$ cat config.mk
export PLATFORM = sky130hd
export DESIGN_NAME = rbsu_front
export DESIGN_NICKNAME = d
export VERILOG_FILES = /design/src/sv/rbsu_pkg.sv /design/src/sv/rbsu_front.sv
export SDC_FILE = /design/constraint.sdc
export NUM_CORES = 1
export LEC_CHECK = 0
export ABC_CLOCK_PERIOD_IN_PS = 2700
export BUFFER_PORTS_ARGS = -buffer_cell sky130_fd_sc_hd__buf_2
export CORE_AREA = 8 8 45 47
export DETAILED_ROUTE_END_ITERATION = 8
export DIE_AREA = 0 0 53 55
export GPL_TIMING_DRIVEN = 0
export PLACE_DENSITY_LB_ADDON = 0.3
export SLEW_MARGIN = 25
export SYNTH_ARGS = -nofsm -noshare
export SYNTH_HDL_FRONTEND = slang
export SYNTH_SLANG_ARGS = --single-unit
export TNS_END_PERCENT = 30
$ cat constraint.sdc
create_clock -name vclk -period 2.7
set_input_delay 0.405 -clock vclk [all_inputs]
set_output_delay 0.405 -clock vclk [all_outputs]
set_load 0.03 [all_outputs]
$ cat src/sv/rbsu_pkg.sv
package rbsu_pkg;

   // geometry
   localparam int DIMS       = 64;
   localparam int IDX_W      = $clog2(DIMS);
   localparam int VALUE_W    = 32;
   localparam int COORD_W    = 17;
   localparam int STEP_W     = 17;
   localparam int FACTOR_W   = 16;
   localparam int FRAC_SHIFT = 14;
   localparam int SUM_W      = 48;
   localparam int ITER_W     = 16;
   localparam int STALL_W    = 4;
   localparam int MOVE_W     = COORD_W + 2;
   localparam int PROD_W     = STEP_W + FACTOR_W;
   localparam int SQ_W       = 2 * COORD_W;

   // fixed point one and counter limits
   localparam logic [COORD_W-1:0] ONE_FX      = COORD_W'(65536);
   localparam logic [STALL_W-1:0] STALL_LIMIT = STALL_W'(10);
   localparam logic [STALL_W-1:0] STALL_MAX   = '1;
   localparam logic [ITER_W-1:0]  ITER_MAX    = '1;

   // command codes
   localparam logic CMD_LOAD   = 1'b0;
   localparam logic CMD_UPDATE = 1'b1;

   // queue between front and back
   localparam int QDEPTH = 2;
   localparam int QPTR_W = $clog2(QDEPTH);

   // csr port
   localparam int CSR_IDX_W  = 3;
   localparam int CSR_DATA_W = 48;
   localparam logic [CSR_IDX_W-1:0] CSR_INITIAL_STEP   = 3'd0;
   localparam logic [CSR_IDX_W-1:0] CSR_GROW_FACTOR    = 3'd1;
   localparam logic [CSR_IDX_W-1:0] CSR_SHRINK_FACTOR  = 3'd2;
   localparam logic [CSR_IDX_W-1:0] CSR_THETA_SQUARED  = 3'd3;
   localparam logic [CSR_IDX_W-1:0] CSR_MAX_ITERATIONS = 3'd4;

   // csr reset values
   localparam logic [STEP_W-1:0]   RST_INITIAL_STEP   = STEP_W'(6554);
   localparam logic [FACTOR_W-1:0] RST_GROW_FACTOR    = FACTOR_W'(19661);
   localparam logic [FACTOR_W-1:0] RST_SHRINK_FACTOR  = FACTOR_W'(8192);
   localparam logic [SUM_W-1:0]    RST_THETA_SQUARED  = SUM_W'(4295);
   localparam logic [ITER_W-1:0]   RST_MAX_ITERATIONS = ITER_W'(200);

   // stored gradient sign
   typedef enum logic [1:0] {
      SIGN_NONE = 2'd0,
      SIGN_POS  = 2'd1,
      SIGN_NEG  = 2'd3
   } sign_type;

   typedef struct packed {
      logic [STEP_W-1:0]   initial_step;
      logic [FACTOR_W-1:0] grow_factor;
      logic [FACTOR_W-1:0] shrink_factor;
      logic [SUM_W-1:0]    theta_squared;
      logic [ITER_W-1:0]   max_iterations;
   } cfg_type;

   // classified word handed from front to back
   typedef struct packed {
      logic               is_load;
      logic [IDX_W-1:0]   index;
      sign_type           sign;
      logic [COORD_W-1:0] load_coord;
      logic               last;
   } item_type;

   typedef struct packed {
      logic empty;
      logic full;
   } queue_status_type;

endpackage

$ cat src/sv/rbsu_front.sv
module rbsu_front
   import rbsu_pkg::*;
(
   input  logic                      req_valid,
   output logic                      req_ready,
   input  logic                      req_cmd,
   input  logic [IDX_W-1:0]          req_coord_index,
   input  logic signed [VALUE_W-1:0] req_value,
   input  logic                      req_last,
   input  queue_status_type          q_status,
   output logic                      push,
   output item_type                  item
);

   localparam logic signed [VALUE_W-1:0] ONE_WIDE = $signed(VALUE_W'(ONE_FX));

   logic [COORD_W-1:0] load_coord;
   sign_type           sign;

   // accept whenever the queue has room
   assign req_ready = !q_status.full;
   assign push      = req_valid && req_ready;

   // start position clamped to [0, 1.0]
   always_comb begin
      if (req_value < 0) begin
         load_coord = '0;
      end else if (req_value > ONE_WIDE) begin
         load_coord = ONE_FX;
      end else begin
         load_coord = req_value[COORD_W-1:0];
      end
   end

   // gradient sign
   always_comb begin
      if (req_value[VALUE_W-1]) begin
         sign = SIGN_NEG;
      end else if (req_value != '0) begin
         sign = SIGN_POS;
      end else begin
         sign = SIGN_NONE;
      end
   end

   always_comb begin
      item.is_load    = (req_cmd == CMD_LOAD);
      item.index      = req_coord_index;
      item.sign       = sign;
      item.load_coord = load_coord;
      item.last       = req_last;
   end

endmodule

After elaboration in Yosys (flattened, before gate mapping)
Index checks and enable logic that the tools add are counted.

word-level totals
  bits in registers = 0
  latch bits = 0
  bits in writable memories = 0
  bits in read-only memories = 0
  bits of input ports = 43
  output and inout port bits = 29
  logic and storage cells = 10
  memories kept = 0

operators by class
  add/sub/neg operators = 0
  $mul = 0
  div/mod/pow operators = 0
  $lt $le $gt $ge = 2
  equality and inequality tests = 0
  shift operators = 0
  mux-type cells = 4
  bitwise logic cells = 1
  reductions and logical operators = 3

operators by type and width
  kind                                                                            number
  17-bit two-way mux                                                              2
  32-bit by 18-bit > comparator with 1-bit output (second input constant)         1
  32-bit by 1-bit less-than comparator with 1-bit output (second input constant)  1
  32-bit nonzero test                                                             1
  2-bit two-way mux                                                               1
  1-bit logical AND                                                               1
  1-bit zero test                                                                 1
  1-bit two-way mux                                                               1
  1-bit NOT                                                                       1

Depth between registers and ports, before layout
  word-level depth = 3
  depth in mapped cells = 5
  depth with buffers taken out = 3

Worst setup path before layout
OpenSTA, ideal clock, no wires.

  path type = input port to output port
  start point = input req_value[0]
  end point = output item[10] in the netlist's numbering
  arrival = 1.875 ns
  required time = 2.295 ns
  path slack = 0.420 ns
  cell stages on the path = 4
  buffers on the path = 1
  cell sequence = or4_4 o41ai_4 buf_6 and3_1

RTL lines
  element             RTL line          RTL
  start: declaration  rbsu_front.sv:8   input logic signed [VALUE_W-1:0] req_value,
  end: declaration    rbsu_front.sv:12  output item_type item

==> qor.txt <==
Tightest Pin Transition -> 0.426 ns
Net Switching -> 0.0390 mW
clock share of power -> 0
Starting Density -> 0.224
initial antenna violation count -> 0
hold depth -> 2
Comb pwr share -> 1.000
Rows -> 14
HP Start -> req_coord_index[3]
crit-path cells -> buf_2 > or4_4 > o41ai_4 > buf_6 > and3_1 > buf_2
met1 Use GR -> 0.101
Top delay family on crit path -> simple AND/OR/NAND/NOR gates
syn nets -> 87
WP depth -> 6
ANT cells -> 0
crit-path max FO -> 10
Synth Warn # -> 0
Top Ports -> 72
Hold-fix buffers, CTS -> 0
all-layer global routing usage -> 0.0937
critical path data required time -> 2.30 ns
FMAX -> 0.398 GHz
synth unique cells -> 14
CLK BUF -> 0
Finish-stage setup viols -> 0
first-pass GRT wire length -> 2.29 mm
RSZ-0062 raised after global routing -> false
PD cells -> 117 nW/um^2
sw frac -> 0.512
Setup Buffers After CTS -> 0
GRT overflow -> 0
P_leak -> 0.473 nW
post-route minimum period -> 2.51 ns
register area share after synthesis -> 0
M2 GR Usage -> 0.188
final HPWL from detailed placement -> 1.49 mm
Final Hold Viols -> 0
CP Data Arrival Time -> 2.11 ns
final setup TNS -> 0 ns
mapped cell area -> 310 sq um
Layout Utilization -> 0.470
Multi-input gate area -> 220 sq um
largest net degree at the start of global routing -> 11
Layout area overhead -> 110%
port bufs -> 64
Pre-antenna DRT Iters -> 1
Total Power -> 0.0762 mW
outcome -> complete, no violations
Fillers -> 144
storage element area -> 0 sq um
Synth Instances -> 44
cell count after placement -> 124
endpoint class of the critical path -> output pin
most frequent cells in the layout -> 64 x buf_2, 16 x and3_1, 8 x buf_4, 4 x nor4_1, 3 x inv_1
full die area -> 2920 sq um
type of the worst setup path -> in -> out
Die H -> 55 um
worst vdd ir -> 67.2 uV
Placer Congestion -> 0.750
Iter 0 DRT Violations -> 0
Final Non-Filler Cells -> 124
CORE AREA -> 1380 sq um
Final #Nets -> 153
M3 GR Usage -> 0.0241
Sequential Power Share -> 0
Critical Path Max Stage Delay -> 0.55 ns
CP dominant cell by count -> buf_2
relative slew slack -> 0.715
fraction of layout cells with a size suffix above 1 -> 0.704
post-route ant nets -> 0
gr busiest metal -> met2
Vias -> 569
Max Slew Vio Count -> 0
CP Launch Type -> input pin
number of gates resized after cts -> 0
Vias per Instance -> 4.59
Hold EP -> item[23]
Mapped Avg Cell Area -> 7.05 sq um
DIE WIDTH -> 53 um
DRC Markers -> 0
Wirelength per Cell -> 13.0 um
crit path from -> req_value[0]
crit path buf inv count -> 3
leading cell type in the layout, fill and taps excluded -> buf_2
max cap viols -> 0
Cell Int Power -> 0.0372 mW
Post-Route WL -> 1.61 mm
Seq Cell Count -> 0
crit path max-delay cell type -> or4_4
vias in the first global route -> 592
final period utilization -> 0.931
HP Class -> in -> out
[cell type report]
class	count	share of cell area
Timing Repair Buffer	64	0.492
Multi-Input combinational cell	30	0.338
Buffer	11	0.121
Tap cell	16	0.0308
Inverter	3	0.0173
[worst max-delay path by stage]
stage / end / slack (ns)
after detailed placement: item[8] / 0.18
after floorplan: item[10] / 0.42
final: item[8] / 0.19
after CTS: item[8] / 0.18
after global routing: item[8] / 0.1
after global placement: item[7] / 0.21
[cells by family after synthesis]
group                  after synthesis  synth area share
AO/OA/AOI/OAI                        2             0.105
AND/OR/NAND/NOR                     28             0.605
buffers and inverters               14             0.290
[cells in the mapped netlist]
| master | instances | area share |
|---|---|---|
| buf_4 | 8 | 0.19 |
| and4_1 | 1 | 0.028 |
| nor3_1 | 1 | 0.016 |
| nand3_1 | 1 | 0.016 |
| a21oi_1 | 1 | 0.016 |
| or4_4 | 2 | 0.073 |
| buf_6 | 1 | 0.036 |
| clkbuf_1 | 2 | 0.024 |
| o41ai_4 | 1 | 0.089 |
| and3_1 | 16 | 0.32 |
| nor4_1 | 4 | 0.081 |
| inv_1 | 3 | 0.036 |
| nor2b_1 | 1 | 0.020 |
| or4_1 | 2 | 0.048 |
[metrics by stage]
stage	hold slack, ns	worst slack, ns	instance area [sq um]
2_1_floorplan	0.920	0.420	310
3_3_place_gp	1.06	0.213	651
3_5_place_dp	1.06	0.179	651
4_1_cts	1.06	0.178	651
5_1_grt	1.07	0.0996	651
6_report	1.06	0.188	651
[power groups by stage]
| stage | Combinational [mW] | Clock [mW] | Sequential (mW) |
|---|---|---|---|
| detailed placement | 0.0770 | 0 | 0 |
| global route | 0.0825 | 0 | 0 |
| finish | 0.0762 | 0 | 0 |
| CTS | 0.0771 | 0 | 0 |
| global placement | 0.0756 | 0 | 0 |
| floorplan | 0.0395 | 0 | 0 |
[routing by layer]
layer | vias to the layer above | part of all wire
li1 | 289 | -
met1 | 240 | 0.37
met2 | 40 | 0.50
met3 | 0 | 0.13
met4 | 0 | 0
met5 | - | 0
Power figures use the tool's default switching activity.
