===== src/sv/rbsu_pkg.sv =====
package rbsu_pkg;

   // geometry
   localparam int DIMS       = 64;
   localparam int IDX_W      = $clog2(DIMS);
   localparam int VALUE_W    = 32;
   localparam int COORD_W    = 17;
   localparam int STEP_W     = 17;
   localparam int FACTOR_W   = 16;
   localparam int FRAC_SHIFT = 14;
   localparam int SUM_W      = 48;
   localparam int ITER_W     = 16;
   localparam int STALL_W    = 4;
   localparam int MOVE_W     = COORD_W + 2;
   localparam int PROD_W     = STEP_W + FACTOR_W;
   localparam int SQ_W       = 2 * COORD_W;

   // fixed point one and counter limits
   localparam logic [COORD_W-1:0] ONE_FX      = COORD_W'(65536);
   localparam logic [STALL_W-1:0] STALL_LIMIT = STALL_W'(10);
   localparam logic [STALL_W-1:0] STALL_MAX   = '1;
   localparam logic [ITER_W-1:0]  ITER_MAX    = '1;

   // command codes
   localparam logic CMD_LOAD   = 1'b0;
   localparam logic CMD_UPDATE = 1'b1;

   // queue between front and back
   localparam int QDEPTH = 2;
   localparam int QPTR_W = $clog2(QDEPTH);

   // csr port
   localparam int CSR_IDX_W  = 3;
   localparam int CSR_DATA_W = 48;
   localparam logic [CSR_IDX_W-1:0] CSR_INITIAL_STEP   = 3'd0;
   localparam logic [CSR_IDX_W-1:0] CSR_GROW_FACTOR    = 3'd1;
   localparam logic [CSR_IDX_W-1:0] CSR_SHRINK_FACTOR  = 3'd2;
   localparam logic [CSR_IDX_W-1:0] CSR_THETA_SQUARED  = 3'd3;
   localparam logic [CSR_IDX_W-1:0] CSR_MAX_ITERATIONS = 3'd4;

   // csr reset values
   localparam logic [STEP_W-1:0]   RST_INITIAL_STEP   = STEP_W'(6554);
   localparam logic [FACTOR_W-1:0] RST_GROW_FACTOR    = FACTOR_W'(19661);
   localparam logic [FACTOR_W-1:0] RST_SHRINK_FACTOR  = FACTOR_W'(8192);
   localparam logic [SUM_W-1:0]    RST_THETA_SQUARED  = SUM_W'(4295);
   localparam logic [ITER_W-1:0]   RST_MAX_ITERATIONS = ITER_W'(200);

   // stored gradient sign
   typedef enum logic [1:0] {
      SIGN_NONE = 2'd0,
      SIGN_POS  = 2'd1,
      SIGN_NEG  = 2'd3
   } sign_type;

   typedef struct packed {
      logic [STEP_W-1:0]   initial_step;
      logic [FACTOR_W-1:0] grow_factor;
      logic [FACTOR_W-1:0] shrink_factor;
      logic [SUM_W-1:0]    theta_squared;
      logic [ITER_W-1:0]   max_iterations;
   } cfg_type;

   // classified word handed from front to back
   typedef struct packed {
      logic               is_load;
      logic [IDX_W-1:0]   index;
      sign_type           sign;
      logic [COORD_W-1:0] load_coord;
      logic               last;
   } item_type;

   typedef struct packed {
      logic empty;
      logic full;
   } queue_status_type;

endpackage


===== src/sv/rbsu_queue.sv =====
module rbsu_queue
   import rbsu_pkg::*;
(
   input  logic             clock,
   input  logic             reset,
   input  logic             push,
   input  item_type         push_item,
   input  logic             pop,
   output item_type         head,
   output queue_status_type q_status
);

   item_type            entries_ff [QDEPTH];
   logic [QPTR_W-1:0]   wr_ptr_ff;
   logic [QPTR_W-1:0]   rd_ptr_ff;
   logic [QPTR_W:0]     count_ff;

   assign head           = entries_ff[rd_ptr_ff];
   assign q_status.empty = (count_ff == '0);
   assign q_status.full  = (count_ff == (QPTR_W+1)'(QDEPTH));

   // pointers and fill count
   always_ff @(posedge clock) begin
      if (reset) begin
         wr_ptr_ff <= '0;
         rd_ptr_ff <= '0;
         count_ff  <= '0;
      end else begin
         if (push) begin
            wr_ptr_ff <= QPTR_W'(wr_ptr_ff + 1'b1);
         end
         if (pop) begin
            rd_ptr_ff <= QPTR_W'(rd_ptr_ff + 1'b1);
         end
         count_ff <= count_ff + (QPTR_W+1)'(push) - (QPTR_W+1)'(pop);
      end
   end

   // storage
   always_ff @(posedge clock) begin
      if (push) begin
         entries_ff[wr_ptr_ff] <= push_item;
      end
   end

endmodule


===== config.mk =====
export PLATFORM = sky130hd
export DESIGN_NAME = rbsu_queue
export DESIGN_NICKNAME = d
export VERILOG_FILES = /design/src/sv/rbsu_pkg.sv /design/src/sv/rbsu_queue.sv
export SDC_FILE = /design/constraint.sdc
export NUM_CORES = 1
export LEC_CHECK = 0
export BUFFER_PORTS_ARGS = -buffer_cell sky130_fd_sc_hd__buf_4
export CORE_UTILIZATION = 40
export CTS_CLUSTER_DIAMETER = 100
export DETAILED_ROUTE_END_ITERATION = 16
export GPL_TIMING_DRIVEN = 0
export MAX_ROUTING_LAYER = met4
export PLACE_DENSITY = 0.67
export SLEW_MARGIN = 10
export SYNTH_ARGS = -nofsm -noshare
export SYNTH_HDL_FRONTEND = slang
export SYNTH_SLANG_ARGS = --single-unit

===== constraint.sdc =====
create_clock -name clock -period 5 [get_ports clock]
set_input_delay 0.5 -clock clock [delete_from_list [all_inputs] [get_ports clock]]
set_output_delay 0.5 -clock clock [all_outputs]
set_load 0.02 [all_outputs]

Yosys cells after proc, flatten, opt, wreduce, memory -nomap -nowiden
Memories as Yosys holds them, arrays and structs flattened. A register that Yosys moved wholly into a read port is not among the register bits.
Index checks and enable logic that the tools add are counted.
{ "op_classes": {"multipliers": 0, "add_sub_neg": 4, "n_bitwise": 0, "n_lt_le_gt_ge": 0, "n_mux": 4, "eq_ne": 1, "reduce_logical": 1, "shift": 0, "div_mod_pow": 0} }
{ "ops": {"columns": ["operator", "count"], "rows": [
  ["1-bit 2-to-1 mux", 4],
  ["1-bit adder (second input constant)", 2],
  ["2-bit by 1-bit adder with 2-bit output", 1],
  ["2-bit equality test (second input constant)", 1],
  ["2-bit logical NOT", 1],
  ["2-bit by 1-bit subtractor with 2-bit output", 1]
]} }
{ "totals": {"mem_count": 1, "out_inout_bits": 29, "mem_bits_rw": 54, "latchBits": 0, "regBits": 4, "mem_bits_ro": 0, "in_bits": 31, "wordCells": 14} }
{ "mem_list": {"columns": ["name", "depth", "width", "rd", "rd_clocked_by_memory_dff", "write_ports", "line", "rtl"], "rows": [
  ["entries_ff", 2, 27, 1, 1, 1, "rbsu_queue.sv:13", "item_type entries_ff [QDEPTH];"]
]} }

Longest topological paths before layout
{ "logic_depth": {"depth_word": 3, "mapped_depth": 6, "mapped_depth_nobuf": 6} }

Worst setup path before layout
No wires, ideal clock.
{ "synth_path": {"kind": "in2reg", "from": "input push", "to": "memory entries_ff[0][0] (netlist name), enable pin", "required_ns": 4.586, "t_arrival_ns": 1.734, "slack_ns": 2.852, "cell_stages": 1, "n_path_buf": 0, "setup_time_ns": 0.414, "path_cell_list": "nor2b_1"} }
{ "synth_via": {"elab_chain_len": 2} }
{ "synth_rtl": {"columns": ["item", "line", "rtl"], "rows": [
  ["from (decl)", "rbsu_queue.sv:6", "input logic push,"],
  ["1-bit 2-to-1 mux", "rbsu_queue.sv:41", "if (push) begin"],
  ["1-bit 2-to-1 mux (implied by the code)", "rbsu_queue.sv:42", "entries_ff[wr_ptr_ff] <= push_item;"],
  ["to (decl)", "rbsu_queue.sv:13", null]
]} }
Every way passes these cells.

==> impl_metrics.env <==
export IMPL_status="completed"
export IMPL_die_y_um=77.3
export IMPL_worstPathMaxFanout=10
export IMPL_cp_top_family="buffers and inverters"
export IMPL_postSynthAreaPerCell_um2=21.6
export IMPL_synth_area_leaders="edfxtp_1 71%, mux2_4 13%, dfxtp_1 4.4%, mux2_2 3.5%, buf_12 1.8%"
export IMPL_insertion_delay_ns=0.31
export IMPL_first_pass_iters=5
export IMPL_regToRegStartpoint="wr_ptr_ff"
export IMPL_placed_cell_area_mm2=0.00281
export IMPL_holdWs_ns=0.368
export IMPL_r2r_cells=1
export IMPL_vias=1122
export IMPL_die_w_um=77.3
export IMPL_path_depth=4
export IMPL_start_util=0.414
export IMPL_fin_skew_ns=0.00845
export IMPL_synth_yosys_seq_area_share=0.759
export IMPL_end_kind="primary output"
export IMPL_post_cts_setup_buffer_count=0
export IMPL_slowest_delay_ns=0.32
export IMPL_cp_start_kind="flip-flop"
export IMPL_wl_per_cell_um=14.5
export IMPL_ys_ff_latch=59
export IMPL_final_cell_mix="59 x buf_4, 54 x edfxtp_1, 20 x mux2_4"
export IMPL_hold_viol_final=0
export IMPL_area_growth_pct=30.5
export IMPL_use_met3=0.0357
export IMPL_crit_end="head[12]"
export IMPL_max_cap_viol_count=0
export IMPL_cp_slowest_cell="dfxtp_1"
export IMPL_fin_crit_sh=0.382
export IMPL_grt_overflow_total=0
export IMPL_synth_area_mm2=0.00227
export IMPL_leakagePower_nw=1.18
export IMPL_crit_buf_inv=3
export IMPL_hpwl_um=2480
export IMPL_yosysWarnings=0
export IMPL_setup_viol=0
export IMPL_syn_nets=138
export IMPL_drt_vias_per_instance=4.47
export IMPL_numClockSinks=59
export IMPL_hp_class="input port to flip-flop"
export IMPL_fill_cells=465
export IMPL_tightest_slew_ns=0.800
export IMPL_cts_root_buffer="clkbuf_8"
export IMPL_diodes=0
export IMPL_worstSetupPathType="flip-flop to primary output"
export IMPL_drive_gt1_frac=0.575
export IMPL_drv_slew=0
export IMPL_cts_repair_resize_count=0
export IMPL_gp_congestion=0.713
export IMPL_synth_cells=105
export IMPL_numCtsBuffers=9
export IMPL_path_cells="buf_6 -> buf_12 -> mux2_4 -> buf_4"
export IMPL_tritoncts="built"
export IMPL_timing_rr_end="entries_ff[1][10]"
export IMPL_drtIter0Drc=32
export IMPL_final_cell_area_mm2=0.00296
export IMPL_antenna_found_initial=0
export IMPL_grt_usage=0.136
export IMPL_grt_pass1_vias=1238
export IMPL_rows=27
export IMPL_core_mm2=0.00547
export IMPL_drt_wl_total_um=3630
export IMPL_setup_tns_final_ns=0
export IMPL_met1_usage=0.134
export IMPL_layout_commonest_cell="buf_4"
export IMPL_ant_nets=0
export IMPL_required_ns=4.50
export IMPL_yosysTopAreaCell="edfxtp_1"
export IMPL_ios=60
export IMPL_grtUsageMet2=0.231
export IMPL_netlist_cell_type_count=13
export IMPL_grt_setup_unrepaired="false"
export IMPL_max_slew_margin_rel=0.466
export IMPL_p_total_mw=1.12
export IMPL_fin_crit_ns=1.91
export IMPL_clkTransAtPathRegs_ns=0.06
export IMPL_die_area_mm2=0.00598
export IMPL_netlist_area_leader_share=0.715
export IMPL_vdd_drop_max_v=0.000211
export IMPL_grt_max_degree=28
export IMPL_htreeDepth=3
export IMPL_postCtsHoldBufs=0
export IMPL_cts_buffer_depth=2
export IMPL_top_usage_layer="met2"
export IMPL_p_per_area_mw_per_mm2=377
export IMPL_crit_arrival_ns=1.41
export IMPL_drc=0
export IMPL_r2r_setup_slack_ns=3.60
export IMPL_nNetsFinal=208
export IMPL_fmax_ghz=0.523
export IMPL_grt_pass1_wl_um=5660
export IMPL_io_buffer_count=59
==> logic make-up after synthesis <==
family | Yosys count | share of synthesized area
mux | 27 | 0.167
simple gates | 9 | 0.0193
buf+inv | 5 | 0.0259
xor+xnor | 3 | 0.0177
flops | 59 | 0.759
fa+ha+maj | 2 | 0.0110
==> routing by layer <==
metal  share of wire  routed length, um  vias up
li1                -                  -      537
met1            0.41               1490      542
met2            0.53               1940       38
met3           0.039                141        5
met4           0.014                 52        0
met5               0                  0        -
==> state kept, by name, summed over array words and instances, names as in the netlist, named ones only <==
register	flops
rd_ptr_ff	1
entries_ff	54
wr_ptr_ff	1
count_ff	2
==> power by group <==
| group | total (mW) | internal [mW] | switching [mW] |
|---|---|---|---|
| sequential | 0.587 | 0.576 | 0.0113 |
| clock | 0.331 | 0.173 | 0.158 |
| combinational | 0.198 | 0.105 | 0.0925 |
| total | 1.12 | 0.854 | 0.262 |
==> Yosys cell counts <==
master / number
dfxtp_1: 5
ha_1: 2
xnor3_1: 1
mux2_2: 7
buf_12: 2
mux2_4: 20
xnor2_1: 2
and2_1: 1
edfxtp_1: 54
inv_1: 2
nor2_1: 5
buf_6: 1
nor2b_1: 3
==> how the worst min path moves through the flow <==
stage,start,to,slack (ns),depth (start not counted)
2_1_floorplan,rd_ptr_ff,flip-flop,0.48,2
3_3_place_gp,rd_ptr_ff,rd_ptr_ff,0.50,2
3_5_place_dp,rd_ptr_ff,flip-flop,0.53,2
4_1_cts,push_item[4],entries_ff[0][4],0.35,1
5_1_grt,push_item[17],entries_ff[0][17],0.34,1
6_report,push_item[17],entries_ff[0][17],0.37,1
==> cell type report <==
| type | count | area (um^2) | area share |
|---|---|---|---|
| Clock inverter | 4 | 18.8 | 0.00634 |
| Multi-Input combinational cell | 41 | 497 | 0.168 |
| Clock buffer | 11 | 131 | 0.0444 |
| Tap cell | 72 | 90.1 | 0.0304 |
| Sequential cell | 59 | 1720 | 0.582 |
| Buffer | 3 | 51.3 | 0.0173 |
| Inverter | 2 | 7.51 | 0.00254 |
| Timing Repair Buffer | 59 | 443 | 0.150 |
==> stage by stage <==
step / util / cells / setup WS, ns
6_report: 0.541 / 251 / 3.09
3_5_place_dp: 0.513 / 236 / 2.94
3_3_place_gp: 0.512 / 236 / 2.08
5_1_grt: 0.541 / 251 / 3.02
4_1_cts: 0.541 / 251 / 3.06
2_1_floorplan: - / 105 / 2.85
Power figures use the tool's default switching activity.
