==> src/sv/rbsu_pkg.sv <==
package rbsu_pkg;

   // geometry
   localparam int DIMS       = 64;
   localparam int IDX_W      = $clog2(DIMS);
   localparam int VALUE_W    = 32;
   localparam int COORD_W    = 17;
   localparam int STEP_W     = 17;
   localparam int FACTOR_W   = 16;
   localparam int FRAC_SHIFT = 14;
   localparam int SUM_W      = 48;
   localparam int ITER_W     = 16;
   localparam int STALL_W    = 4;
   localparam int MOVE_W     = COORD_W + 2;
   localparam int PROD_W     = STEP_W + FACTOR_W;
   localparam int SQ_W       = 2 * COORD_W;

   // fixed point one and counter limits
   localparam logic [COORD_W-1:0] ONE_FX      = COORD_W'(65536);
   localparam logic [STALL_W-1:0] STALL_LIMIT = STALL_W'(10);
   localparam logic [STALL_W-1:0] STALL_MAX   = '1;
   localparam logic [ITER_W-1:0]  ITER_MAX    = '1;

   // command codes
   localparam logic CMD_LOAD   = 1'b0;
   localparam logic CMD_UPDATE = 1'b1;

   // queue between front and back
   localparam int QDEPTH = 2;
   localparam int QPTR_W = $clog2(QDEPTH);

   // csr port
   localparam int CSR_IDX_W  = 3;
   localparam int CSR_DATA_W = 48;
   localparam logic [CSR_IDX_W-1:0] CSR_INITIAL_STEP   = 3'd0;
   localparam logic [CSR_IDX_W-1:0] CSR_GROW_FACTOR    = 3'd1;
   localparam logic [CSR_IDX_W-1:0] CSR_SHRINK_FACTOR  = 3'd2;
   localparam logic [CSR_IDX_W-1:0] CSR_THETA_SQUARED  = 3'd3;
   localparam logic [CSR_IDX_W-1:0] CSR_MAX_ITERATIONS = 3'd4;

   // csr reset values
   localparam logic [STEP_W-1:0]   RST_INITIAL_STEP   = STEP_W'(6554);
   localparam logic [FACTOR_W-1:0] RST_GROW_FACTOR    = FACTOR_W'(19661);
   localparam logic [FACTOR_W-1:0] RST_SHRINK_FACTOR  = FACTOR_W'(8192);
   localparam logic [SUM_W-1:0]    RST_THETA_SQUARED  = SUM_W'(4295);
   localparam logic [ITER_W-1:0]   RST_MAX_ITERATIONS = ITER_W'(200);

   // stored gradient sign
   typedef enum logic [1:0] {
      SIGN_NONE = 2'd0,
      SIGN_POS  = 2'd1,
      SIGN_NEG  = 2'd3
   } sign_type;

   typedef struct packed {
      logic [STEP_W-1:0]   initial_step;
      logic [FACTOR_W-1:0] grow_factor;
      logic [FACTOR_W-1:0] shrink_factor;
      logic [SUM_W-1:0]    theta_squared;
      logic [ITER_W-1:0]   max_iterations;
   } cfg_type;

   // classified word handed from front to back
   typedef struct packed {
      logic               is_load;
      logic [IDX_W-1:0]   index;
      sign_type           sign;
      logic [COORD_W-1:0] load_coord;
      logic               last;
   } item_type;

   typedef struct packed {
      logic empty;
      logic full;
   } queue_status_type;

endpackage

==> src/sv/rbsu_back.sv <==
module rbsu_back
   import rbsu_pkg::*;
(
   input  logic               clock,
   input  logic               reset,
   input  cfg_type            cfg,
   input  queue_status_type   q_status,
   input  item_type           head,
   output logic               pop,
   output logic               rsp_valid,
   input  logic               rsp_ready,
   output logic [IDX_W-1:0]   rsp_out_index,
   output logic [COORD_W-1:0] rsp_new_coord,
   output logic [STEP_W-1:0]  rsp_new_step,
   output logic               rsp_iteration_end,
   output logic               rsp_converged,
   output logic               rsp_limit_reached
);

   localparam int SCALED_W = PROD_W - FRAC_SHIFT;

   typedef enum logic [4:0] {
      ST_IDLE = 5'b00001,
      ST_MUL  = 5'b00010,
      ST_MOVE = 5'b00100,
      ST_SQ   = 5'b01000,
      ST_SUM  = 5'b10000
   } state_type;

   typedef struct packed {
      logic [COORD_W-1:0] coord;
      logic [STEP_W-1:0]  step;
      logic [1:0]         sign;
   } entry_type;

   function automatic logic [STEP_W-1:0] sat_step(input logic signed [MOVE_W-1:0] v);
      logic [STEP_W-1:0] r;
      if (v < 0) begin
         r = '0;
      end else if (v > $signed(MOVE_W'(ONE_FX))) begin
         r = ONE_FX;
      end else begin
         r = v[STEP_W-1:0];
      end
      return r;
   endfunction

   state_type          state_ff, state_in;
   entry_type          mem [DIMS];
   logic [DIMS-1:0]    sign_valid_ff;
   item_type           op_ff;
   entry_type          rd_ff;
   logic               rd_ok_ff;
   logic [PROD_W-1:0]  prod_ff;
   logic [COORD_W-1:0] new_coord_ff;
   logic [STEP_W-1:0]  new_step_ff;
   logic [1:0]         new_sign;
   logic [COORD_W-1:0] delta_ff;
   logic [SQ_W-1:0]    sq_ff;
   logic [SUM_W-1:0]   move_sum_ff;
   logic [STALL_W-1:0] stall_ff;
   logic [ITER_W-1:0]  iter_ff;
   logic               rsp_valid_ff;
   logic [IDX_W-1:0]   rsp_index_ff;
   logic [COORD_W-1:0] rsp_coord_ff;
   logic [STEP_W-1:0]  rsp_step_ff;
   logic               rsp_iend_ff;
   logic               rsp_conv_ff;
   logic               rsp_lim_ff;

   logic                       s_pos, s_neg, p_pos, p_neg, agree, disagree;
   logic [1:0]                 psign;
   logic [FACTOR_W-1:0]        factor;
   logic [SCALED_W-1:0]        scaled;
   logic [STEP_W-1:0]          scaled_sat, st1, st_new;
   logic signed [MOVE_W-1:0]   st_s, x0_s, x1, nx, one_s;
   logic [COORD_W-1:0]         x_new, delta;
   logic [SUM_W:0]             sum_wide;
   logic [SUM_W-1:0]           sum_sat;
   logic [STALL_W-1:0]         stall_next;
   logic [ITER_W-1:0]          iter_next;
   logic                       sum_fire;

   assign pop      = (state_ff == ST_IDLE) && !q_status.empty;
   assign sum_fire = (state_ff == ST_SUM) && (!rsp_valid_ff || rsp_ready);

   // sequencer
   always_comb begin
      state_in = state_ff;
      unique case (state_ff)
         ST_IDLE: if (!q_status.empty) state_in = ST_MUL;
         ST_MUL:  state_in = ST_MOVE;
         ST_MOVE: state_in = ST_SQ;
         ST_SQ:   state_in = ST_SUM;
         ST_SUM:  if (sum_fire) state_in = ST_IDLE;
         default: state_in = ST_IDLE;
      endcase
   end

   // sign comparison against stored sign
   always_comb begin
      psign    = rd_ok_ff ? rd_ff.sign : SIGN_NONE;
      s_pos    = (op_ff.sign == SIGN_POS);
      s_neg    = (op_ff.sign == SIGN_NEG);
      p_pos    = (psign == SIGN_POS);
      p_neg    = (psign == SIGN_NEG);
      agree    = (s_pos && p_pos) || (s_neg && p_neg);
      disagree = (s_pos && p_neg) || (s_neg && p_pos);
      factor   = agree ? cfg.grow_factor : cfg.shrink_factor;
   end

   // step scaling, move and clamp
   always_comb begin
      scaled     = prod_ff[PROD_W-1:FRAC_SHIFT];
      scaled_sat = (scaled > SCALED_W'(ONE_FX)) ? ONE_FX : scaled[STEP_W-1:0];
      st1        = (agree || disagree) ? scaled_sat : rd_ff.step;
      st_s       = $signed(MOVE_W'(st1));
      x0_s       = $signed(MOVE_W'(rd_ff.coord));
      one_s      = $signed(MOVE_W'(ONE_FX));
      if (agree) begin
         x1 = s_pos ? (x0_s - st_s) : (x0_s + st_s);
      end else begin
         x1 = x0_s;
      end
      if (s_pos) begin
         nx = x1 - st_s;
      end else if (s_neg) begin
         nx = x1 + st_s;
      end else begin
         nx = x1;
      end
      if (op_ff.is_load) begin
         x_new  = op_ff.load_coord;
         st_new = (cfg.initial_step > ONE_FX) ? ONE_FX : cfg.initial_step;
      end else if (nx < 0) begin
         x_new  = '0;
         st_new = sat_step(x1);
      end else if (nx > one_s) begin
         x_new  = ONE_FX;
         st_new = sat_step(one_s - x1);
      end else begin
         x_new  = nx[COORD_W-1:0];
         st_new = st1;
      end
      new_sign = (op_ff.is_load || disagree) ? SIGN_NONE : op_ff.sign;
      if (op_ff.is_load) begin
         delta = '0;
      end else if (rd_ff.coord > x_new) begin
         delta = rd_ff.coord - x_new;
      end else begin
         delta = x_new - rd_ff.coord;
      end
   end

   // saturating accumulate and stop counters
   always_comb begin
      sum_wide = (SUM_W+1)'(move_sum_ff) + (SUM_W+1)'(sq_ff);
      sum_sat  = sum_wide[SUM_W] ? '1 : sum_wide[SUM_W-1:0];
      if (sum_sat < cfg.theta_squared) begin
         stall_next = (stall_ff == STALL_MAX) ? stall_ff : STALL_W'(stall_ff + 1'b1);
      end else begin
         stall_next = '0;
      end
      iter_next = (iter_ff == ITER_MAX) ? iter_ff : ITER_W'(iter_ff + 1'b1);
   end

   // control state
   always_ff @(posedge clock) begin
      if (reset) begin
         state_ff      <= ST_IDLE;
         sign_valid_ff <= '0;
         move_sum_ff   <= '0;
         stall_ff      <= '0;
         iter_ff       <= '0;
         rsp_valid_ff  <= 1'b0;
      end else begin
         state_ff <= state_in;
         if (state_ff == ST_MOVE) begin
            sign_valid_ff[op_ff.index] <= 1'b1;
         end
         if (sum_fire && !op_ff.is_load) begin
            if (op_ff.last) begin
               stall_ff    <= stall_next;
               iter_ff     <= iter_next;
               move_sum_ff <= '0;
            end else begin
               move_sum_ff <= sum_sat;
            end
         end
         if (sum_fire) begin
            rsp_valid_ff <= 1'b1;
         end else if (rsp_ready) begin
            rsp_valid_ff <= 1'b0;
         end
      end
   end

   // coordinate memory, read on pop and written back after the move
   always_ff @(posedge clock) begin
      if (pop) begin
         rd_ff    <= mem[head.index];
         rd_ok_ff <= sign_valid_ff[head.index];
      end
      if (state_ff == ST_MOVE) begin
         mem[op_ff.index] <= '{coord: x_new, step: st_new, sign: new_sign};
      end
   end

   // datapath registers
   always_ff @(posedge clock) begin
      if (pop) begin
         op_ff <= head;
      end
      if (state_ff == ST_MUL) begin
         prod_ff <= PROD_W'(rd_ff.step) * PROD_W'(factor);
      end
      if (state_ff == ST_MOVE) begin
         new_coord_ff <= x_new;
         new_step_ff  <= st_new;
         delta_ff     <= delta;
      end
      if (state_ff == ST_SQ) begin
         sq_ff <= SQ_W'(delta_ff) * SQ_W'(delta_ff);
      end
      if (sum_fire) begin
         rsp_index_ff <= op_ff.index;
         rsp_coord_ff <= new_coord_ff;
         rsp_step_ff  <= new_step_ff;
         rsp_iend_ff  <= !op_ff.is_load && op_ff.last;
         rsp_conv_ff  <= !op_ff.is_load && op_ff.last && (stall_next >= STALL_LIMIT);
         rsp_lim_ff   <= !op_ff.is_load && op_ff.last && (iter_next >= cfg.max_iterations);
      end
   end

   assign rsp_valid         = rsp_valid_ff;
   assign rsp_out_index     = rsp_index_ff;
   assign rsp_new_coord     = rsp_coord_ff;
   assign rsp_new_step      = rsp_step_ff;
   assign rsp_iteration_end = rsp_iend_ff;
   assign rsp_converged     = rsp_conv_ff;
   assign rsp_limit_reached = rsp_lim_ff;

endmodule

==> config.mk <==
export PLATFORM = sky130hd
export DESIGN_NAME = rbsu_back
export DESIGN_NICKNAME = d
export VERILOG_FILES = /design/src/sv/rbsu_pkg.sv /design/src/sv/rbsu_back.sv
export SDC_FILE = /design/constraint.sdc
export NUM_CORES = 2
export LEC_CHECK = 0
export CORE_MARGIN = 2
export CORE_UTILIZATION = 40
export DETAILED_ROUTE_END_ITERATION = 8
export DONT_BUFFER_PORTS = 1
export SLEW_MARGIN = 15
export SYNTH_ARGS = -nofsm -noshare
export SYNTH_HDL_FRONTEND = slang
export SYNTH_SLANG_ARGS = --single-unit
==> constraint.sdc <==
create_clock -name clock -period 29.2 [get_ports clock]
set_input_delay 5.84 -clock clock [delete_from_list [all_inputs] [get_ports clock]]
set_output_delay 5.84 -clock clock [all_outputs]
set_load 0.05 [all_outputs]
=== Word level (Yosys, flattened, before mapping) ===
Memories as Yosys holds them, arrays and structs flattened. A register that Yosys moved wholly into a read port is not among the register bits.
Cells that the tools add are included.

* Bits of input ports: 145
* Logic and storage cells: 124
* RAM bits: 2304
* Output and inout bits: 45
* Memories kept: 1
* Flip-flop bits (word level): 327

* Add/subtract/negate cells: 10
* Reduce and logical (&&, ||, !) cells: 22
* Muxes and demuxes: 37
* Equality and inequality tests: 13
* Magnitude comparators: 15
* Bitwise gates (word level): 1
* Multipliers: 2

{| class="wikitable"
|+ Memories
! memory !! words !! width !! rd ports !! clocked after Yosys merged registers in !! write ports !! line !! source
|-
| mem || 64 || 36 || 1 || 1 || 1 || rbsu_back.sv:49 || <nowiki>entry_type mem [DIMS];</nowiki>
|}

{| class="wikitable"
|+ Operators by type and width
! operator !! count
|-
| 2-to-1 mux 17 bit || 14
|-
| 2-to-1 mux 48 bit || 2
|-
| 2-to-1 mux 19 bit || 4
|-
| OR 64 bit || 1
|-
| greater-than comparator 19 x 18 -> 1 bit, second input constant || 3
|-
| < comparator 19 x 1 -> 1 bit, second input constant || 3
|-
| adder 48 x 34 -> 49 bit || 1
|-
| < comparator 48 bit || 1
|-
| multiplier 17 x 17 -> 34 bit || 1
|-
| subtractor 17 bit || 2
|-
| multiplier 17 x 16 -> 33 bit || 1
|-
| 2-to-1 mux 16 bit || 2
|-
| case mux 5 bit (5 select lines) || 1
|-
| adder 19 x 18 -> 19 bit || 1
|-
| greater-than comparator 19 x 17 -> 1 bit, second input constant || 1
|-
| subtractor 18 x 19 -> 19 bit, first input constant || 1
|-
| subtractor 19 x 18 -> 19 bit || 1
|-
| adder 17 x 17 -> 18 bit || 1
|-
| subtractor 17 x 17 -> 18 bit || 1
|-
| greater-than comparator 17 bit || 1
|-
| greater-than comparator 17 bit, second input constant || 1
|-
| adder 16 x 1 -> 16 bit, second input constant || 1
|-
| == test 16 bit, second input constant || 1
|-
| greater-or-equal comparator 16 bit || 1
|-
| other kinds (24) || 53
|}

=== Logic depth before layout (Yosys ltp) ===
* Word-level depth: 18
* Gate-level depth with buffers: 46
* Mapped depth without buffers: 41

=== Worst setup path before layout ===
No wires, ideal clock.

* Path type: input -> output
* Start point: in q_status[1] (netlist name)
* End point: out pop
* Arrival: 9.368 ns
* Stages on the path: 1
* Setup slack: 13.992 ns
* Data required time: 23.360 ns
* Path buffers: 0
* Cells stage by stage: nor2b_1

* Cells in the longest elaborated chain, start to end: 2

{| class="wikitable"
|+ Ends and longest elaborated chain
! element !! line !! source
|-
| start: declaration || rbsu_back.sv:7 || <nowiki>input queue_status_type q_status,</nowiki>
|-
| logical NOT 1 bit || n/a ||
|-
| logical AND 1 bit || rbsu_back.sv:84 || <nowiki>assign pop = (state_ff == ST_IDLE) && !q_status.empty;</nowiki>
|-
| end: declaration || rbsu_back.sv:9 || <nowiki>output logic pop,</nowiki>
|}

Every way passes these cells.

=== Worst setup path after layout ===
* Start point: reg op_ff[18] (netlist name)
* End point: reg delta_ff[16], data pin

* Cells in the longest elaborated chain, start to end: 17
* Elaborated cells on any way between the ends: 27
* Those cells by class: add/sub (6); order compare (3); eq/ne (2); mux (9); reduce/logical (7)

{| class="wikitable"
|+ Ends and longest elaborated chain
! element !! line !! source
|-
| start: declaration || rbsu_back.sv:51 || <nowiki>item_type op_ff;</nowiki>
|-
| start signal: assignment || rbsu_back.sv:212 || <nowiki>op_ff <= head;</nowiki>
|-
| == test 2 x 1 -> 1 bit / == test 2 bit (equally long branches) || rbsu_back.sv:103, rbsu_back.sv:104 ||
|-
| logical AND 1 bit (on tied branches) || rbsu_back.sv:107, rbsu_back.sv:108 ||
|-
| logical OR 1 bit (on tied branches) || rbsu_back.sv:107, rbsu_back.sv:108 ||
|-
| logical OR 1 bit || rbsu_back.sv:116 || <nowiki>st1 = (agree || disagree) ? scaled_sat : rd_ff.step;</nowiki>
|-
| 2-to-1 mux 17 bit || rbsu_back.sv:116 ||
|-
| adder 17 x 17 -> 18 bit / subtractor 17 x 17 -> 18 bit (equally long branches) || rbsu_back.sv:121 || <nowiki>x1 = s_pos ? (x0_s - st_s) : (x0_s + st_s);</nowiki>
|-
| 2-to-1 mux 19 bit || rbsu_back.sv:121 ||
|-
| 2-to-1 mux 19 bit || rbsu_back.sv:120 || <nowiki>if (agree) begin</nowiki>
|-
| (+2 left out) || n/a ||
|-
| 2-to-1 mux 19 bit * || rbsu_back.sv:125 || <nowiki>if (s_pos) begin</nowiki>
|-
| greater-than comparator 19 x 18 -> 1 bit || rbsu_back.sv:138 || <nowiki>end else if (nx > one_s) begin</nowiki>
|-
| 2-to-1 mux 17 bit || rbsu_back.sv:138 ||
|-
| 2-to-1 mux 17 bit * || rbsu_back.sv:135 || <nowiki>end else if (nx < 0) begin</nowiki>
|-
| 2-to-1 mux 17 bit * || rbsu_back.sv:132 || <nowiki>if (op_ff.is_load) begin</nowiki>
|-
| via x_new[1] || rbsu_back.sv:77 || <nowiki>logic [COORD_W-1:0] x_new, delta;</nowiki>
|-
| subtractor 17 bit, or another cell as far along || rbsu_back.sv:151 || <nowiki>delta = x_new - rd_ff.coord;</nowiki>
|-
| 2-to-1 mux 17 bit * || rbsu_back.sv:148 || <nowiki>end else if (rd_ff.coord > x_new) begin</nowiki>
|-
| end signal: assignment || rbsu_back.sv:220 || <nowiki>delta_ff <= delta;</nowiki>
|-
| end: declaration || rbsu_back.sv:58 || <nowiki>logic [COORD_W-1:0] delta_ff;</nowiki>
|}

The timed path passes the listed nets; every way through them passes the cells marked *.
A chain may end at the register's enable or synchronous reset.

==> flow_summary_export.csv <==
group,metric,value,unit
clock_network,cts.repair.resized,0,
detailed_routing,antenna_left,0,
clock_network,cts_hold_buffers,0,
global_routing,grt_pass1_wl,477500,um
detailed_routing,drc,0,
clock_network,path_clk_slew,0.06,ns
detailed_routing,totalWireLength,326800,um
global_routing,grt_overflow,0,
clock_network,cts_buffers,280,
layout,regArea,0.07826,mm^2
die,die_area,0.3211,mm^2
worst_setup_path,crit_path_max_incr_delay,0.70,ns
power,power.leakage,49.44,nW
sta,relSlewSlack,-111.2,%
synthesis,ys_types,109,
layout,fillers,27040,
placed_design,gp_congestion,0.8863,
synthesis,synth-seq-area-share,61.80,%
worst_setup_path,cp-startpoint,"op_ff[18]",
status,outcome,"finished, violations left",
clock_network,cts_buffer_depth,4,
worst_setup_path,rr_endpoint,"delta_ff[16]",
sta,worst_pin_slew,3.168,ns
worst_setup_path,reg2regPathDepth,41,
synthesis,avgSynthCellArea,16.59,um^2
layout,syn_to_final_growth,11.48,%
sta,finalSetupTns,0,ns
global_routing,grt_start_max_net_pins,594,
synthesis,synth-seq-cells,2652,
placed_design,preCtsSetupSlack,15.93,ns
synthesis,synthCells,7634,
synthesis,synth_warnings,0,
clock_network,cts_root_buf,"clkbuf_16",
layout,num-nets-final,8678,
die,core,0.3150,mm^2
die,rows,206,
sta,grt_setup_unrepaired,"false",
worst_setup_path,path_max_fanout,68,
worst_setup_path,cp_data_arrival_time,13.54,ns
sta,finalClockSkew,0.07441,ns
worst_setup_path,cpMaxStageDelayCell,"nor4_1",
worst_setup_path,worst-path-stages,41,
sta,max_freq,76.95,MHz
die,io-pin-count,190,
placed_design,dp.cells,11600,
global_routing,grt_pass1_vias,71070,
worst_setup_path,crit_path_end,"delta_ff[16]",
die,initial_core_util,40.20,%
synthesis,synth_edf_count,2514,
detailed_routing,dr.pass1.iters,5,
run,cap_violations,0,
detailed_routing,drtIter0Drc,6770,
die,die_w,566.6,um
detailed_routing,post_drt_via_cell_ratio,5.684,
sta,setup_viol,0,
sta,fin_ws,16.21,ns
global_routing,grt_util_all_layers,20.13,%
sta,fin_crit_sh,44.50,%
power,p_per_area,77.76,mW/mm^2
layout,drive_gt1_share,18.63,%
worst_setup_path,path_delay_family,"compound AO/OA/AOI/OAI gates",
clock_network,cts_setup_buffers,0,
global_routing,antenna_found_initial,14,
synthesis,synth_area,0.1266,mm^2
layout,layoutNonFillerInstCount,12090,
synthesis,synthFlopType,"edfxtp_1",
worst_setup_path,crit_type,"flip-flop to flip-flop",
detailed_routing,wl_per_cell,27.03,um
worst_setup_path,worst-path-buf-inv,7,
worst_setup_path,worstPathRequired,29.75,ns
layout,multiInputGateArea,0.04535,mm^2
power,ir_drop,266.7,uV
placed_design,dp_hpwl,190200,um
worst_setup_path,r2r_slack,16.21,ns
sta,whs,0.4057,ns
sta,post-route-min-period,13.00,ns
sta,hold_violations,0,
synthesis,synth-async-reset-ratio,0,%
synthesis,synth_nets,8595,
detailed_routing,vias,68710,
clock_network,cts_tree,"built",
hold_path,hold_class,"flip-flop to flip-flop",
clock_network,cts_num_sinks,2652,
worst_setup_path,cp-end-kind,"flip-flop",
worst_setup_path,rr_startpoint,"op_ff[18]",
worst_setup_path,cp-start-kind,"flip-flop",
die,die_y,566.6,um
clock_network,h-tree-depth,5,
placed_design,port_buffers,0,
clock_network,clk_latency,0.87,ns
sta,maxSlewViolCount,721,
status,violations,"slew limit",
## cells in the final DEF (no fill, tap or decap), drive strengths merged, types with 144 or more instances in the layout
cell       n
clkbuf   356
nand2    475
mux4     768
inv      689
buf      144
edfxtp  2514
nor2     358
a21oi    191
fa       404
ha       412
## synthesized netlist by cell type (7+ instances only)
cell / number / area share, %
edfxtp_1: 2514 / 60
mux4_2: 768 / 14
inv_1: 678 / 2.0
nand2_1: 473 / 1.4
ha_1: 412 / 4.1
fa_1: 404 / 6.4
nor2_1: 358 / 1.1
clkbuf_1: 251 / 0.74
a21oi_1: 189 / 0.75
dfxtp_1: 138 / 2.2
and2_1: 117 / 0.58
o21ai_0: 111 / 0.44
xnor2_1: 93 / 0.64
nor2b_1: 83 / 0.41
a21o_1: 78 / 0.46
buf_1: 70 / 0.21
nand3_1: 69 / 0.27
nor3_1: 61 / 0.24
o21a_1: 56 / 0.33
xor2_1: 55 / 0.38
nand2b_1: 45 / 0.22
a22oi_1: 43 / 0.25
mux2i_1: 43 / 0.34
nand4_1: 40 / 0.20
and3_1: 39 / 0.19
a31oi_1: 33 / 0.16
o31ai_1: 29 / 0.17
a211oi_1: 26 / 0.15
o21bai_1: 26 / 0.15
mux2_2: 23 / 0.20
nor4_1: 23 / 0.11
o211ai_1: 22 / 0.13
or2_2: 20 / 0.099
or3_1: 18 / 0.089
buf_2: 13 / 0.051
a22o_1: 12 / 0.083
a2111oi_0: 9 / 0.062
nand3b_1: 8 / 0.047
o2111ai_1: 8 / 0.055
a21boi_0: 7 / 0.042
## worst reg2reg max path, delay by kind of cell, from the launching register on
kind / cells / cell delay [ns]
buf+inv: 7 / 2.17
xor+xnor: 1 / 0.22
compound gates: 21 / 5.39
flops: 1 / 0.52
fa+ha+maj: 3 / 1.40
simple gates: 9 / 3.00
## metal layers
layer  vias to the layer above  global-route usage, %  wire, um
met5                         -                      0        27
met4                         4                  4.902      7934
met3                       497                  3.037     21760
met2                      2329                  34.83    163900
met1                     36610                  26.62    133100
li1                      29270                      -         -
## through the flow
step / utilization, % / power [mW] / area, um^2
floorplan: - / 6.853 / 126600
detailed placement: 42.05 / 7.622 / 132400
global placement: 42.05 / 7.579 / 132400
global route: 44.81 / 11.59 / 141100
finish: 44.82 / 10.98 / 141200
CTS: 44.81 / 11.08 / 141100
## layout make-up
| class | count | area share (%) |
|---|---|---|
| Antenna cell | 8 | 0.01418 |
| Multi-Input combinational cell | 3959 | 32.12 |
| Inverter | 680 | 1.810 |
| Clock inverter | 130 | 0.8385 |
| Tap cell | 4160 | 3.687 |
| Clock buffer | 356 | 5.321 |
| Timing Repair Buffer | 144 | 0.7658 |
| Sequential cell | 2652 | 55.44 |
## report_power, final
part           total [mW]  internal, mW  switching (mW)
Clock                3.43          1.98            1.45
Sequential           4.57          4.54          0.0360
Combinational        2.97          1.21            1.76
## sequential cells by signal, summed over array words and instances, names as in the netlist, 16 cells and up
| signal | flops |
|---|---|
| iter_ff | 16 |
| delta_ff | 17 |
| prod_ff | 19 |
| sq_ff | 33 |
| op_ff | 27 |
| rsp_new_coord | 17 |
| sign_valid_ff | 64 |
| new_step_ff | 17 |
| move_sum_ff | 48 |
| new_coord_ff | 17 |
| mem | 2304 |
| rsp_new_step | 17 |
| rd_ff | 36 |
## kinds of logic after synthesis
group / share of synthesized area, %
xor+xnor: 1.037
compound gates: 4.097
flops: 61.80
fa+ha+maj: 10.46
buf+inv: 3.084
mux: 14.20
simple gates: 5.319
## worst min-delay path by stage
stage                                    to  cells past startpoint              from
final                      rsp_new_coord[0]                      0   new_coord_ff[0]
after global routing       rsp_new_coord[0]                      0   new_coord_ff[0]
after CTS                  rsp_new_coord[0]                      0   new_coord_ff[0]
after detailed placement  rsp_new_coord[10]                      0  new_coord_ff[10]
after global placement     rsp_new_coord[8]                      0   new_coord_ff[8]
after floorplan            rsp_new_coord[0]                      0   new_coord_ff[0]
(Power assumes the default switching activity.)
